<file path="config.mk">
export PLATFORM = sky130hd
export DESIGN_NAME = wav_riff_header_parser_unit
export DESIGN_NICKNAME = d
export VERILOG_FILES = /design/src/rtl/wrhp_pkg.sv /design/src/rtl/wav_riff_header_parser_unit.sv /design/src/rtl/wrhp_div.sv
export SDC_FILE = /design/constraint.sdc
export NUM_CORES = 2
export LEC_CHECK = 0
export BUFFER_PORTS_ARGS = -buffer_cell sky130_fd_sc_hd__buf_2
export CAP_MARGIN = 20
export CORE_UTILIZATION = 38
export DETAILED_ROUTE_END_ITERATION = 12
export SETUP_SLACK_MARGIN = 0.15
export SLEW_MARGIN = 20
export SYNTH_ARGS = -nofsm -noshare
export SYNTH_HDL_FRONTEND = slang
export SYNTH_SLANG_ARGS = --single-unit
</file>
<file path="constraint.sdc">
create_clock -name clk -period 9.3 [get_ports clk]
set_input_delay 0.465 -clock clk [delete_from_list [all_inputs] [get_ports clk]]
set_output_delay 0.465 -clock clk [all_outputs]
set_load 0.01 [all_outputs]
</file>
<file path="src/rtl/wrhp_pkg.sv">
package wrhp_pkg;

  localparam logic [31:0] ID_FMT  = 32'h20746d66;
  localparam logic [31:0] ID_LIST = 32'h5453494c;
  localparam logic [31:0] ID_INFO = 32'h4F464E49;
  localparam logic [31:0] ID_INAM = 32'h4D414E49;
  localparam logic [31:0] ID_IART = 32'h54524149;
  localparam logic [31:0] ID_DATA = 32'h61746164;

  localparam logic [32:0] HEADER_SKIP = 33'd12;
  localparam logic [32:0] FMT_BYTES   = 33'd16;
  localparam logic [32:0] SAT33       = 33'h1FFFFFFFF;

  localparam logic [1:0] KIND_TITLE  = 2'd0;
  localparam logic [1:0] KIND_ARTIST = 2'd1;
  localparam logic [1:0] KIND_SUM    = 2'd2;

  localparam int QW = 32;

  typedef struct packed {
    logic          start;
    logic [QW-1:0] dividend;
    logic [QW-1:0] divisor;
  } div_req_t;

  typedef struct packed {
    logic          busy;
    logic          done;
    logic [QW-1:0] quotient;
  } div_rsp_t;

endpackage

</file>
<file path="src/rtl/wav_riff_header_parser_unit.sv">
// Channel | Direction | Contents
// in_*    | input     | one file byte per request, tlast marks the final byte
// out_*   | output    | title/artist text bytes and the end-of-file summary
//
// A byte that produces no request and starts no division leaves in_tready high, so the next
// byte can follow at once. A text byte keeps in_tready low until its request is taken; a final
// byte also waits for its summary request to be taken.
// A data chunk header with a nonzero frame size keeps in_tready low while the divider runs
// and while its quotient is collected, so the next byte waits for the division to finish.
// rst_n is synchronous and active low; after a summary the parser returns to its reset state.
module wav_riff_header_parser_unit #(
  parameter int MAX_TEXT = 127
) (
  input  logic         clk,
  input  logic         rst_n,
  input  logic         in_tvalid,
  output logic         in_tready,
  input  logic [7:0]   in_tdata,   // [7:0] byte_value
  input  logic         in_tlast,   // end_of_file
  output logic         out_tvalid,
  input  logic         out_tready,
  // [7:0] text_byte, [14:8] text_index, [46:15] fmt_rate, [62:47] channels,
  // [78:63] sample_bits, [110:79] data_offset, [142:111] frame_count, [143] 0
  output logic [143:0] out_tdata,
  output logic [1:0]   out_tuser,  // kind
  output logic         out_tlast   // text_last
);

  // Parse phases.
  localparam logic [2:0] PH_SKIP  = 3'd0;
  localparam logic [2:0] PH_CHDR  = 3'd1;
  localparam logic [2:0] PH_FMT   = 3'd2;
  localparam logic [2:0] PH_LTYPE = 3'd3;
  localparam logic [2:0] PH_SHDR  = 3'd4;
  localparam logic [2:0] PH_TEXT  = 3'd5;
  localparam logic [2:0] PH_SSKIP = 3'd6;

  logic [2:0]  phase_r, phase_nxt;
  logic [31:0] bpos_r, bpos_nxt;
  logic [31:0] fshift_r, fshift_nxt;
  logic [2:0]  fcnt_r, fcnt_nxt;
  logic [31:0] cid_r, cid_nxt;
  logic [31:0] clen_r, clen_nxt;
  logic [32:0] skip_r, skip_nxt;
  logic [32:0] lcons_r, lcons_nxt;
  logic [31:0] sid_r, sid_nxt;
  logic [31:0] slen_r, slen_nxt;
  logic [6:0]  tpos_r, tpos_nxt;
  logic [31:0] rate_r, rate_nxt;
  logic [15:0] chan_r, chan_nxt;
  logic [15:0] bits_r, bits_nxt;
  logic [31:0] off_r, off_nxt;
  logic [31:0] samp_r, samp_nxt;
  logic        eofp_r, eofp_nxt;

  // Pending text request.
  logic        tv_r, tv_nxt;
  logic [1:0]  tkind_r, tkind_nxt;
  logic [7:0]  tbyte_r, tbyte_nxt;
  logic [6:0]  tidx_r, tidx_nxt;
  logic        tlast_r, tlast_nxt;

  // Pending summary request.
  logic        sv_r, sv_nxt;
  logic [31:0] s_rate_r, s_rate_nxt;
  logic [15:0] s_chan_r, s_chan_nxt;
  logic [15:0] s_bits_r, s_bits_nxt;
  logic [31:0] s_off_r, s_off_nxt;
  logic [31:0] s_samp_r, s_samp_nxt;

  wrhp_pkg::div_req_t dreq;
  wrhp_pkg::div_rsp_t drsp;

  logic        acc;
  logic [28:0] frame_bytes;

  assign in_tready = !tv_r && !sv_r && !eofp_r && !drsp.busy && !drsp.done;
  assign acc       = in_tvalid && in_tready;

  // Bytes per frame: channels times whole bytes per sample.
  assign frame_bytes = chan_r * bits_r[15:3];

  always_comb begin
    logic [31:0] sh;
    logic [3:0]  cnt;
    logic [3:0]  fidx;
    logic [31:0] lim;
    logic        last;
    logic [33:0] lsum;
    logic [32:0] n;
    logic        clr;

    sh   = {in_tdata, fshift_r[31:8]};
    cnt  = {1'b0, fcnt_r} + 4'd1;
    fidx = 4'(5'd16 - {1'b0, skip_r[3:0]});
    lim  = (slen_r < 32'(MAX_TEXT)) ? slen_r : 32'(MAX_TEXT);
    last = ({25'd0, tpos_r} + 32'd1) >= lim;
    lsum = {1'b0, lcons_r} + 34'd8 + {2'b0, slen_r} + {33'd0, slen_r[0]};
    n    = '0;
    clr  = 1'b0;

    phase_nxt = phase_r;   bpos_nxt = bpos_r;   fshift_nxt = fshift_r;
    fcnt_nxt  = fcnt_r;    cid_nxt  = cid_r;    clen_nxt   = clen_r;
    skip_nxt  = skip_r;    lcons_nxt = lcons_r; sid_nxt    = sid_r;
    slen_nxt  = slen_r;    tpos_nxt = tpos_r;   rate_nxt   = rate_r;
    chan_nxt  = chan_r;    bits_nxt = bits_r;   off_nxt    = off_r;
    samp_nxt  = samp_r;    eofp_nxt = eofp_r;
    tv_nxt = tv_r; tkind_nxt = tkind_r; tbyte_nxt = tbyte_r;
    tidx_nxt = tidx_r; tlast_nxt = tlast_r;
    sv_nxt = sv_r; s_rate_nxt = s_rate_r; s_chan_nxt = s_chan_r;
    s_bits_nxt = s_bits_r; s_off_nxt = s_off_r; s_samp_nxt = s_samp_r;

    dreq.start    = 1'b0;
    dreq.dividend = sh;
    dreq.divisor  = {3'd0, frame_bytes};

    // The text request always goes out ahead of the summary.
    if (out_tvalid && out_tready) begin
      if (tv_r) begin
        tv_nxt = 1'b0;
      end else begin
        sv_nxt = 1'b0;
      end
    end

    if (acc) begin
      bpos_nxt = bpos_r + 32'd1;
      unique case (phase_r)
        PH_SKIP: begin
          if (skip_r <= 33'd1) begin
            phase_nxt = PH_CHDR;
          end else begin
            skip_nxt = skip_r - 33'd1;
          end
        end
        PH_CHDR, PH_SHDR: begin
          fshift_nxt = sh;
          if (cnt == 4'd4) begin
            if (phase_r == PH_CHDR) begin
              cid_nxt = sh;
            end else begin
              sid_nxt = sh;
            end
          end
          if (cnt >= 4'd8) begin
            cnt = '0;
            if (phase_r == PH_CHDR) begin
              clen_nxt = sh;
              if (cid_r == wrhp_pkg::ID_FMT) begin
                skip_nxt  = wrhp_pkg::FMT_BYTES;
                phase_nxt = PH_FMT;
              end else if (cid_r == wrhp_pkg::ID_LIST) begin
                phase_nxt = PH_LTYPE;
              end else begin
                if (cid_r == wrhp_pkg::ID_DATA) begin
                  off_nxt = bpos_r + 32'd1;
                  if (frame_bytes != '0) begin
                    dreq.start = 1'b1;
                  end else begin
                    samp_nxt = '0;
                  end
                end
                n = {1'b0, sh} + {32'd0, sh[0]};
                if (n == '0) begin
                  phase_nxt = PH_CHDR;
                end else begin
                  skip_nxt  = n;
                  phase_nxt = PH_SKIP;
                end
              end
            end else begin
              slen_nxt  = sh;
              lsum      = {1'b0, lcons_r} + 34'd8 + {2'b0, sh} + {33'd0, sh[0]};
              lcons_nxt = (lsum > {1'b0, wrhp_pkg::SAT33}) ? wrhp_pkg::SAT33 : lsum[32:0];
              tpos_nxt  = '0;
              if ((sid_r == wrhp_pkg::ID_INAM || sid_r == wrhp_pkg::ID_IART) && sh != '0) begin
                phase_nxt = PH_TEXT;
              end else begin
                n = {1'b0, sh} + {32'd0, sh[0]};
                if (n == '0) begin
                  phase_nxt = (lcons_nxt < {1'b0, clen_r}) ? PH_SHDR : PH_CHDR;
                end else begin
                  skip_nxt  = n;
                  phase_nxt = PH_SSKIP;
                end
              end
            end
          end
          fcnt_nxt = cnt[2:0];
        end
        PH_FMT: begin
          fshift_nxt = sh;
          if (fidx == 4'd3) begin
            chan_nxt = sh[31:16];
          end else if (fidx == 4'd7) begin
            rate_nxt = sh;
          end else if (fidx == 4'd15) begin
            bits_nxt = sh[31:16];
          end
          if (skip_r <= 33'd1) begin
            n = (clen_r >= 32'd16) ?
                ({1'b0, clen_r} - wrhp_pkg::FMT_BYTES + {32'd0, clen_r[0]}) : 33'd0;
            if (n == '0) begin
              phase_nxt = PH_CHDR;
            end else begin
              skip_nxt  = n;
              phase_nxt = PH_SKIP;
            end
          end else begin
            skip_nxt = skip_r - 33'd1;
          end
        end
        PH_LTYPE: begin
          fshift_nxt = sh;
          if (cnt >= 4'd4) begin
            cnt = '0;
            if (sh == wrhp_pkg::ID_INFO) begin
              lcons_nxt = 33'd4;
              phase_nxt = (33'd4 < {1'b0, clen_r}) ? PH_SHDR : PH_CHDR;
            end else begin
              n = (clen_r >= 32'd4) ?
                  ({1'b0, clen_r} - 33'd4 + {32'd0, clen_r[0]}) : 33'd0;
              if (n == '0) begin
                phase_nxt = PH_CHDR;
              end else begin
                skip_nxt  = n;
                phase_nxt = PH_SKIP;
              end
            end
          end
          fcnt_nxt = cnt[2:0];
        end
        PH_TEXT: begin
          tv_nxt    = 1'b1;
          tkind_nxt = (sid_r == wrhp_pkg::ID_INAM) ? wrhp_pkg::KIND_TITLE
                                                   : wrhp_pkg::KIND_ARTIST;
          tbyte_nxt = in_tdata;
          tidx_nxt  = tpos_r;
          tlast_nxt = last;
          tpos_nxt  = tpos_r + 7'd1;
          if (last) begin
            n = {1'b0, slen_r - lim} + {32'd0, slen_r[0]};
            if (n == '0) begin
              phase_nxt = (lcons_r < {1'b0, clen_r}) ? PH_SHDR : PH_CHDR;
            end else begin
              skip_nxt  = n;
              phase_nxt = PH_SSKIP;
            end
          end
        end
        PH_SSKIP: begin
          if (skip_r <= 33'd1) begin
            phase_nxt = (lcons_r < {1'b0, clen_r}) ? PH_SHDR : PH_CHDR;
          end else begin
            skip_nxt = skip_r - 33'd1;
          end
        end
        default: begin
          phase_nxt = PH_CHDR;
        end
      endcase

      // End of file: the summary waits for a running division to finish.
      if (in_tlast) begin
        if (dreq.start) begin
          eofp_nxt = 1'b1;
        end else begin
          clr = 1'b1;
        end
      end
    end

    if (drsp.done) begin
      samp_nxt = drsp.quotient;
      if (eofp_r) begin
        clr = 1'b1;
      end
    end

    if (clr) begin
      sv_nxt     = 1'b1;
      s_rate_nxt = rate_nxt;
      s_chan_nxt = chan_nxt;
      s_bits_nxt = bits_nxt;
      s_off_nxt  = off_nxt;
      s_samp_nxt = samp_nxt;
      phase_nxt  = PH_SKIP;   bpos_nxt = '0;  fshift_nxt = '0;  fcnt_nxt = '0;
      cid_nxt    = '0;        clen_nxt = '0;  skip_nxt = wrhp_pkg::HEADER_SKIP;
      lcons_nxt  = '0;        sid_nxt  = '0;  slen_nxt = '0;    tpos_nxt = '0;
      rate_nxt   = '0;        chan_nxt = '0;  bits_nxt = '0;    off_nxt  = '0;
      samp_nxt   = '0;        eofp_nxt = 1'b0;
    end
  end

  always_ff @(posedge clk) begin
    if (!rst_n) begin
      phase_r <= PH_SKIP;   bpos_r <= '0;  fshift_r <= '0;  fcnt_r <= '0;
      cid_r   <= '0;        clen_r <= '0;  skip_r <= wrhp_pkg::HEADER_SKIP;
      lcons_r <= '0;        sid_r  <= '0;  slen_r <= '0;    tpos_r <= '0;
      rate_r  <= '0;        chan_r <= '0;  bits_r <= '0;    off_r  <= '0;
      samp_r  <= '0;        eofp_r <= 1'b0;
      tv_r    <= 1'b0;      sv_r   <= 1'b0;
    end else begin
      phase_r <= phase_nxt; bpos_r <= bpos_nxt; fshift_r <= fshift_nxt;
      fcnt_r  <= fcnt_nxt;  cid_r  <= cid_nxt;  clen_r   <= clen_nxt;
      skip_r  <= skip_nxt;  lcons_r <= lcons_nxt; sid_r  <= sid_nxt;
      slen_r  <= slen_nxt;  tpos_r <= tpos_nxt; rate_r   <= rate_nxt;
      chan_r  <= chan_nxt;  bits_r <= bits_nxt; off_r    <= off_nxt;
      samp_r  <= samp_nxt;  eofp_r <= eofp_nxt;
      tv_r    <= tv_nxt;    sv_r   <= sv_nxt;
    end
    tkind_r  <= tkind_nxt;  tbyte_r  <= tbyte_nxt; tidx_r <= tidx_nxt;
    tlast_r  <= tlast_nxt;
    s_rate_r <= s_rate_nxt; s_chan_r <= s_chan_nxt; s_bits_r <= s_bits_nxt;
    s_off_r  <= s_off_nxt;  s_samp_r <= s_samp_nxt;
  end

  wrhp_div u_div (
    .clk   (clk),
    .rst_n (rst_n),
    .req   (dreq),
    .rsp   (drsp)
  );

  assign out_tvalid = tv_r || sv_r;
  assign out_tdata  = tv_r ? {129'd0, tidx_r, tbyte_r}
                           : {1'b0, s_samp_r, s_off_r, s_bits_r, s_chan_r, s_rate_r, 15'd0};
  assign out_tuser  = tv_r ? tkind_r : wrhp_pkg::KIND_SUM;
  assign out_tlast  = tv_r && tlast_r;

  // No byte may be taken while the divider is running.
  a_no_accept_busy: assert property (@(posedge clk) disable iff (!rst_n)
    drsp.busy |-> !in_tready) else $error("byte accepted during division");

  // A pending end of file is only ever waiting on the divider.
  a_eof_wait: assert property (@(posedge clk) disable iff (!rst_n)
    eofp_r |-> (drsp.busy || drsp.done)) else $error("summary stuck");

  // Summaries never carry the text end mark.
  a_sum_nolast: assert property (@(posedge clk) disable iff (!rst_n)
    (out_tvalid && out_tuser == wrhp_pkg::KIND_SUM) |-> !out_tlast)
    else $error("summary with tlast");

endmodule

</file>
<file path="src/rtl/wrhp_div.sv">
// Restoring divider, one quotient bit per cycle. The divisor must be nonzero.
module wrhp_div (
  input  logic              clk,
  input  logic              rst_n,
  input  wrhp_pkg::div_req_t req,
  output wrhp_pkg::div_rsp_t rsp
);

  localparam int CW = $clog2(wrhp_pkg::QW);

  logic                    busy_r, busy_nxt;
  logic                    done_r, done_nxt;
  logic [CW-1:0]           cnt_r, cnt_nxt;
  logic [wrhp_pkg::QW-1:0] rem_r, rem_nxt;
  logic [wrhp_pkg::QW-1:0] quo_r, quo_nxt;
  logic [wrhp_pkg::QW-1:0] dvs_r, dvs_nxt;
  logic [wrhp_pkg::QW:0]   trial;

  always_comb begin
    busy_nxt = busy_r;
    done_nxt = 1'b0;
    cnt_nxt  = cnt_r;
    rem_nxt  = rem_r;
    quo_nxt  = quo_r;
    dvs_nxt  = dvs_r;
    trial    = {rem_r, quo_r[wrhp_pkg::QW-1]} - {1'b0, dvs_r};
    if (req.start && !busy_r) begin
      busy_nxt = 1'b1;
      cnt_nxt  = '0;
      rem_nxt  = '0;
      quo_nxt  = req.dividend;
      dvs_nxt  = req.divisor;
    end else if (busy_r) begin
      if (trial[wrhp_pkg::QW]) begin
        rem_nxt = {rem_r[wrhp_pkg::QW-2:0], quo_r[wrhp_pkg::QW-1]};
      end else begin
        rem_nxt = trial[wrhp_pkg::QW-1:0];
      end
      quo_nxt = {quo_r[wrhp_pkg::QW-2:0], ~trial[wrhp_pkg::QW]};
      cnt_nxt = cnt_r + 1'b1;
      if (cnt_r == CW'(wrhp_pkg::QW - 1)) begin
        busy_nxt = 1'b0;
        done_nxt = 1'b1;
      end
    end
  end

  always_ff @(posedge clk) begin
    if (!rst_n) begin
      busy_r <= 1'b0;
      done_r <= 1'b0;
      cnt_r  <= '0;
    end else begin
      busy_r <= busy_nxt;
      done_r <= done_nxt;
      cnt_r  <= cnt_nxt;
    end
    rem_r <= rem_nxt;
    quo_r <= quo_nxt;
    dvs_r <= dvs_nxt;
  end

  assign rsp.busy     = busy_r;
  assign rsp.done     = done_r;
  assign rsp.quotient = quo_r;

endmodule

</file>
==> impl_metrics.json <==
{
  "status": "finished clean",
  "cp_common_cell": "fa_1",
  "r2r-end": "s_samp_r[31]$_DFFE_PP_",
  "clkLatencyLatePin_ns": 0.66,
  "maxCapViolCount": 0,
  "critPathLaunchType": "flip-flop",
  "antenna_found_initial": 1,
  "wl_mm": 146,
  "path_clk_slew_ns": 0.06,
  "r2r_start": "bits_r[8]$_SDFF_PP0_",
  "drcViolationCount": 0,
  "clockBufferDepth": 3,
  "netlist_instances": 5118,
  "port_buffers": 160,
  "cp_cell_sequence": "nand2_1, fa_1, fa_1, inv_1, fa_1, fa_1, inv_1, fa_1, inv_1, ha_1, a2111oi_0, o21ai_0, o311a_1, a211oi_1, nand4bb_1, nor4_1, nand4b_1, or2_2, a21o_1, nand2_8, buf_4",
  "power.share.sequential_pct": 45.3,
  "finalPower_uw": 6500,
  "rsz0062_at_grt": "false",
  "cpLargestDelayFamily": "adder cells",
  "mostFrequentLayoutCells": "nand2_1, dfxtp_1, a21oi_1",
  "ctsRootBufferMaster": "clkbuf_16",
  "grt_max_degree": 102,
  "start_util_pct": 38.5,
  "setup_violations": 0,
  "grt_overflow": 0,
  "leakagePower_uw": 0.0198,
  "ys_types": 92,
  "cts_resized": 0,
  "rows": 123,
  "hold_ws_ns": 0.172,
  "grt.total_usage_pct": 24.5,
  "regToRegSetupSlack_ns": 1.43,
  "tightest_slew_ns": 1.11,
  "crit_buf_inv": 4,
  "relSlewSlack_pct": 25.7,
  "layout_commonest_cell": "nand2_1",
  "num_vias": 37786,
  "numCtsBuffers": 75,
  "p_switching_uw": 1630,
  "cts_tree": "built",
  "grt_pass1_wl_mm": 220,
  "worstPathRequired_ns": 9.62,
  "slowest_stage": "dfxtp_1",
  "yosys_warnings": 0,
  "postCtsSetupBuffers": 0,
  "finalHoldViolations": 0,
  "layout_min_cycle_time_ns": 7.87,
  "swShare_pct": 25.1,
  "synth_area_sq_um": 43600,
  "p_per_area_nw_per_um2": 134,
  "min_from": "in_tlast",
  "cts.sinks": 639,
  "first_global_vias": 35430,
  "drive_gt1_share_pct": 9.70,
  "tns_ns": 0,
  "nets": 5544,
  "core_sq_um": 113000,
  "design_area_sq_um": 48400,
  "ios": 162,
  "vias_per_cell": 5.65,
  "slew_violations": 0,
  "crit_arrival_ns": 8.20,
  "place_area_sq_um": 45900,
  "yosys_most_used_dff": "dfxtp_1",
  "drtIter0Drc": 3597,
  "comb_power_share_pct": 7.6,
  "path_max_fanout": 58,
  "fmax_ghz": 0.127,
  "dieArea_sq_um": 116000,
  "dp_hpwl_mm": 104,
  "synth-seq-cells": 639,
  "htreeDepth": 3,
  "synth_edf_count": 206,
  "ctsHoldBuffers": 0,
  "holdPathEnd": "eofp_r$_SDFFE_PP0P_",
  "first_pass_iters": 5,
  "routabilityCongestion": 0.972,
  "crit_type": "reg -> reg",
  "hold_depth": 3,
  "synthArstFlopShare_pct": 0,
  "min_period_over_period_pct": 84.7,
  "cpPeakStageDelay_ns": 0.81,
  "routedWlPerCell_um": 21.8,
  "area_growth_pct": 11.2,
  "cp-end-kind": "flip-flop",
  "p_clk_share_pct": 47.1,
  "internal_power_uw": 4870,
  "clock_skew_ns": 0.0370,
  "r2r_cells": 21,
  "syn_area_per_cell_sq_um": 8.51,
  "drt.antenna.violating_nets": 0,
  "die_y_um": 341,
  "ys_seq_area_share_pct": 34.1,
  "hold_path_class": "in -> reg",
  "fp.dieW_um": 341,
  "vdd_drop_max_mv": 0.132
}
routing by layer:
metal | part of all wire, % | global-route usage [%] | vias to the layer above
met4 | 2.9 | 7.55 | 0
met3 | 7.8 | 4.38 | 238
met1 | 46 | 35.1 | 18278
li1 | - | - | 17839
met2 | 43 | 37.2 | 1431
met5 | 0 | 0 | -
worst register-to-register path: stages (launching register included):
cell and delay (ns):
dfxtp_1 0.81, nand2_1 0.18, fa_1 0.52, fa_1 0.51
inv_1 0.05, fa_1 0.48, fa_1 0.56, inv_1 0.05
fa_1 0.53, inv_1 0.04, ha_1 0.42, a2111oi_0 0.54
o21ai_0 0.18, o311a_1 0.18, a211oi_1 0.20, nand4bb_1 0.19
nor4_1 0.32, nand4b_1 0.28, or2_2 0.41, a21o_1 0.24
nand2_8 0.43, buf_4 0.41
final cells by class:
| type | count | area, sq um |
|---|---|---|
| tap | 1500 | 1880 |
| multi-input combinational | 3833 | 26400 |
| antenna | 2 | 5.00 |
| clock inverter | 40 | 467 |
| fill | 11254 | 64700 |
| clock buffer | 99 | 2090 |
| sequential | 639 | 14900 |
| timing repair buffer | 252 | 1570 |
| inverter | 323 | 1210 |
cells by family after synthesis:
logic type	count (synthesis)	share of synthesized area [%]
buffers and inverters	647	5.65
adder cells (fa/ha/maj)	407	14.4
flip-flops	639	34.1
AND/OR/NAND/NOR	2063	23.6
multiplexers	122	2.98
other	2	0.0172
XOR/XNOR	243	4.89
AO/OA/AOI/OAI	995	14.4
Yosys cell counts, drive strengths merged, types with 28 or more instances:
library cell / instances / area, sq um
nor4: 70 / 450
nor2b: 149 / 932
nand3: 107 / 548
xnor2: 156 / 1370
a22oi: 50 / 375
a21o: 57 / 428
xor2: 87 / 762
mux2i: 60 / 601
nor3: 139 / 696
a211oi: 32 / 240
nand2: 756 / 2840
o21ai: 198 / 991
inv: 323 / 1210
fa: 157 / 3140
clkbuf: 305 / 1140
and3: 76 / 475
nand4: 79 / 494
nor2: 296 / 1110
ha: 250 / 3130
edfxtp: 206 / 6190
or3: 40 / 255
and2: 186 / 1160
a21oi: 355 / 1790
nand2b: 28 / 175
a31oi: 37 / 231
or4: 39 / 304
o21a: 29 / 218
mux2: 62 / 698
dfxtp: 433 / 8670
how the worst max path moves through the flow:
| stage | slack (ns) | start | depth (start not counted) | to |
|---|---|---|---|---|
| after floorplan | 1.36 | bits_r[9]$_SDFF_PP0_ | 23 | s_bits_r[0]$_DFFE_PP_ |
| after global placement | 1.53 | bits_r[15]$_SDFF_PP0_ | 20 | s_off_r[7]$_DFFE_PP_ |
| after detailed placement | 1.41 | bits_r[8]$_SDFF_PP0_ | 21 | s_off_r[7]$_DFFE_PP_ |
| after CTS | 1.37 | bits_r[8]$_SDFF_PP0_ | 21 | s_off_r[9]$_DFFE_PP_ |
| after global routing | 0.88 | bits_r[15]$_SDFF_PP0_ | 20 | s_off_r[9]$_DFFE_PP_ |
| final | 1.43 | bits_r[8]$_SDFF_PP0_ | 21 | s_samp_r[31]$_DFFE_PP_ |
power groups by stage:
stage          logic (uW)  registers [uW]  clock network (uW)
3_5_place_dp          489            3000                   0
6_report              495            2940                3060
4_1_cts               491            2940                3130
5_1_grt               539            2950                3230
2_1_floorplan         339            2990                   0
3_3_place_gp          485            3000                   0
registers in the layout (all words and copies together) (netlist names), 24 cells and up:
signal / flops
u_div.quo_r: 32
s_rate_r: 32
s_samp_r: 32
fshift_r: 24
samp_r: 32
lcons_r: 33
u_div.rem_r: 32
off_r: 32
u_div.dvs_r: 29
clen_r: 32
slen_r: 32
bpos_r: 32
rate_r: 32
sid_r: 32
s_off_r: 32
skip_r: 33
cid_r: 32
per-stage QoR:
step                std cells  util (%)  worst slack [ns]
finish                   6688      42.8              1.43
global route             6686      42.8             0.884
CTS                      6685      42.8              1.37
detailed placement       6546      40.5              1.41
global placement         6545      40.5              1.53
floorplan                5119         -              1.36
Note: power is estimated with default switching activity, not from simulation.
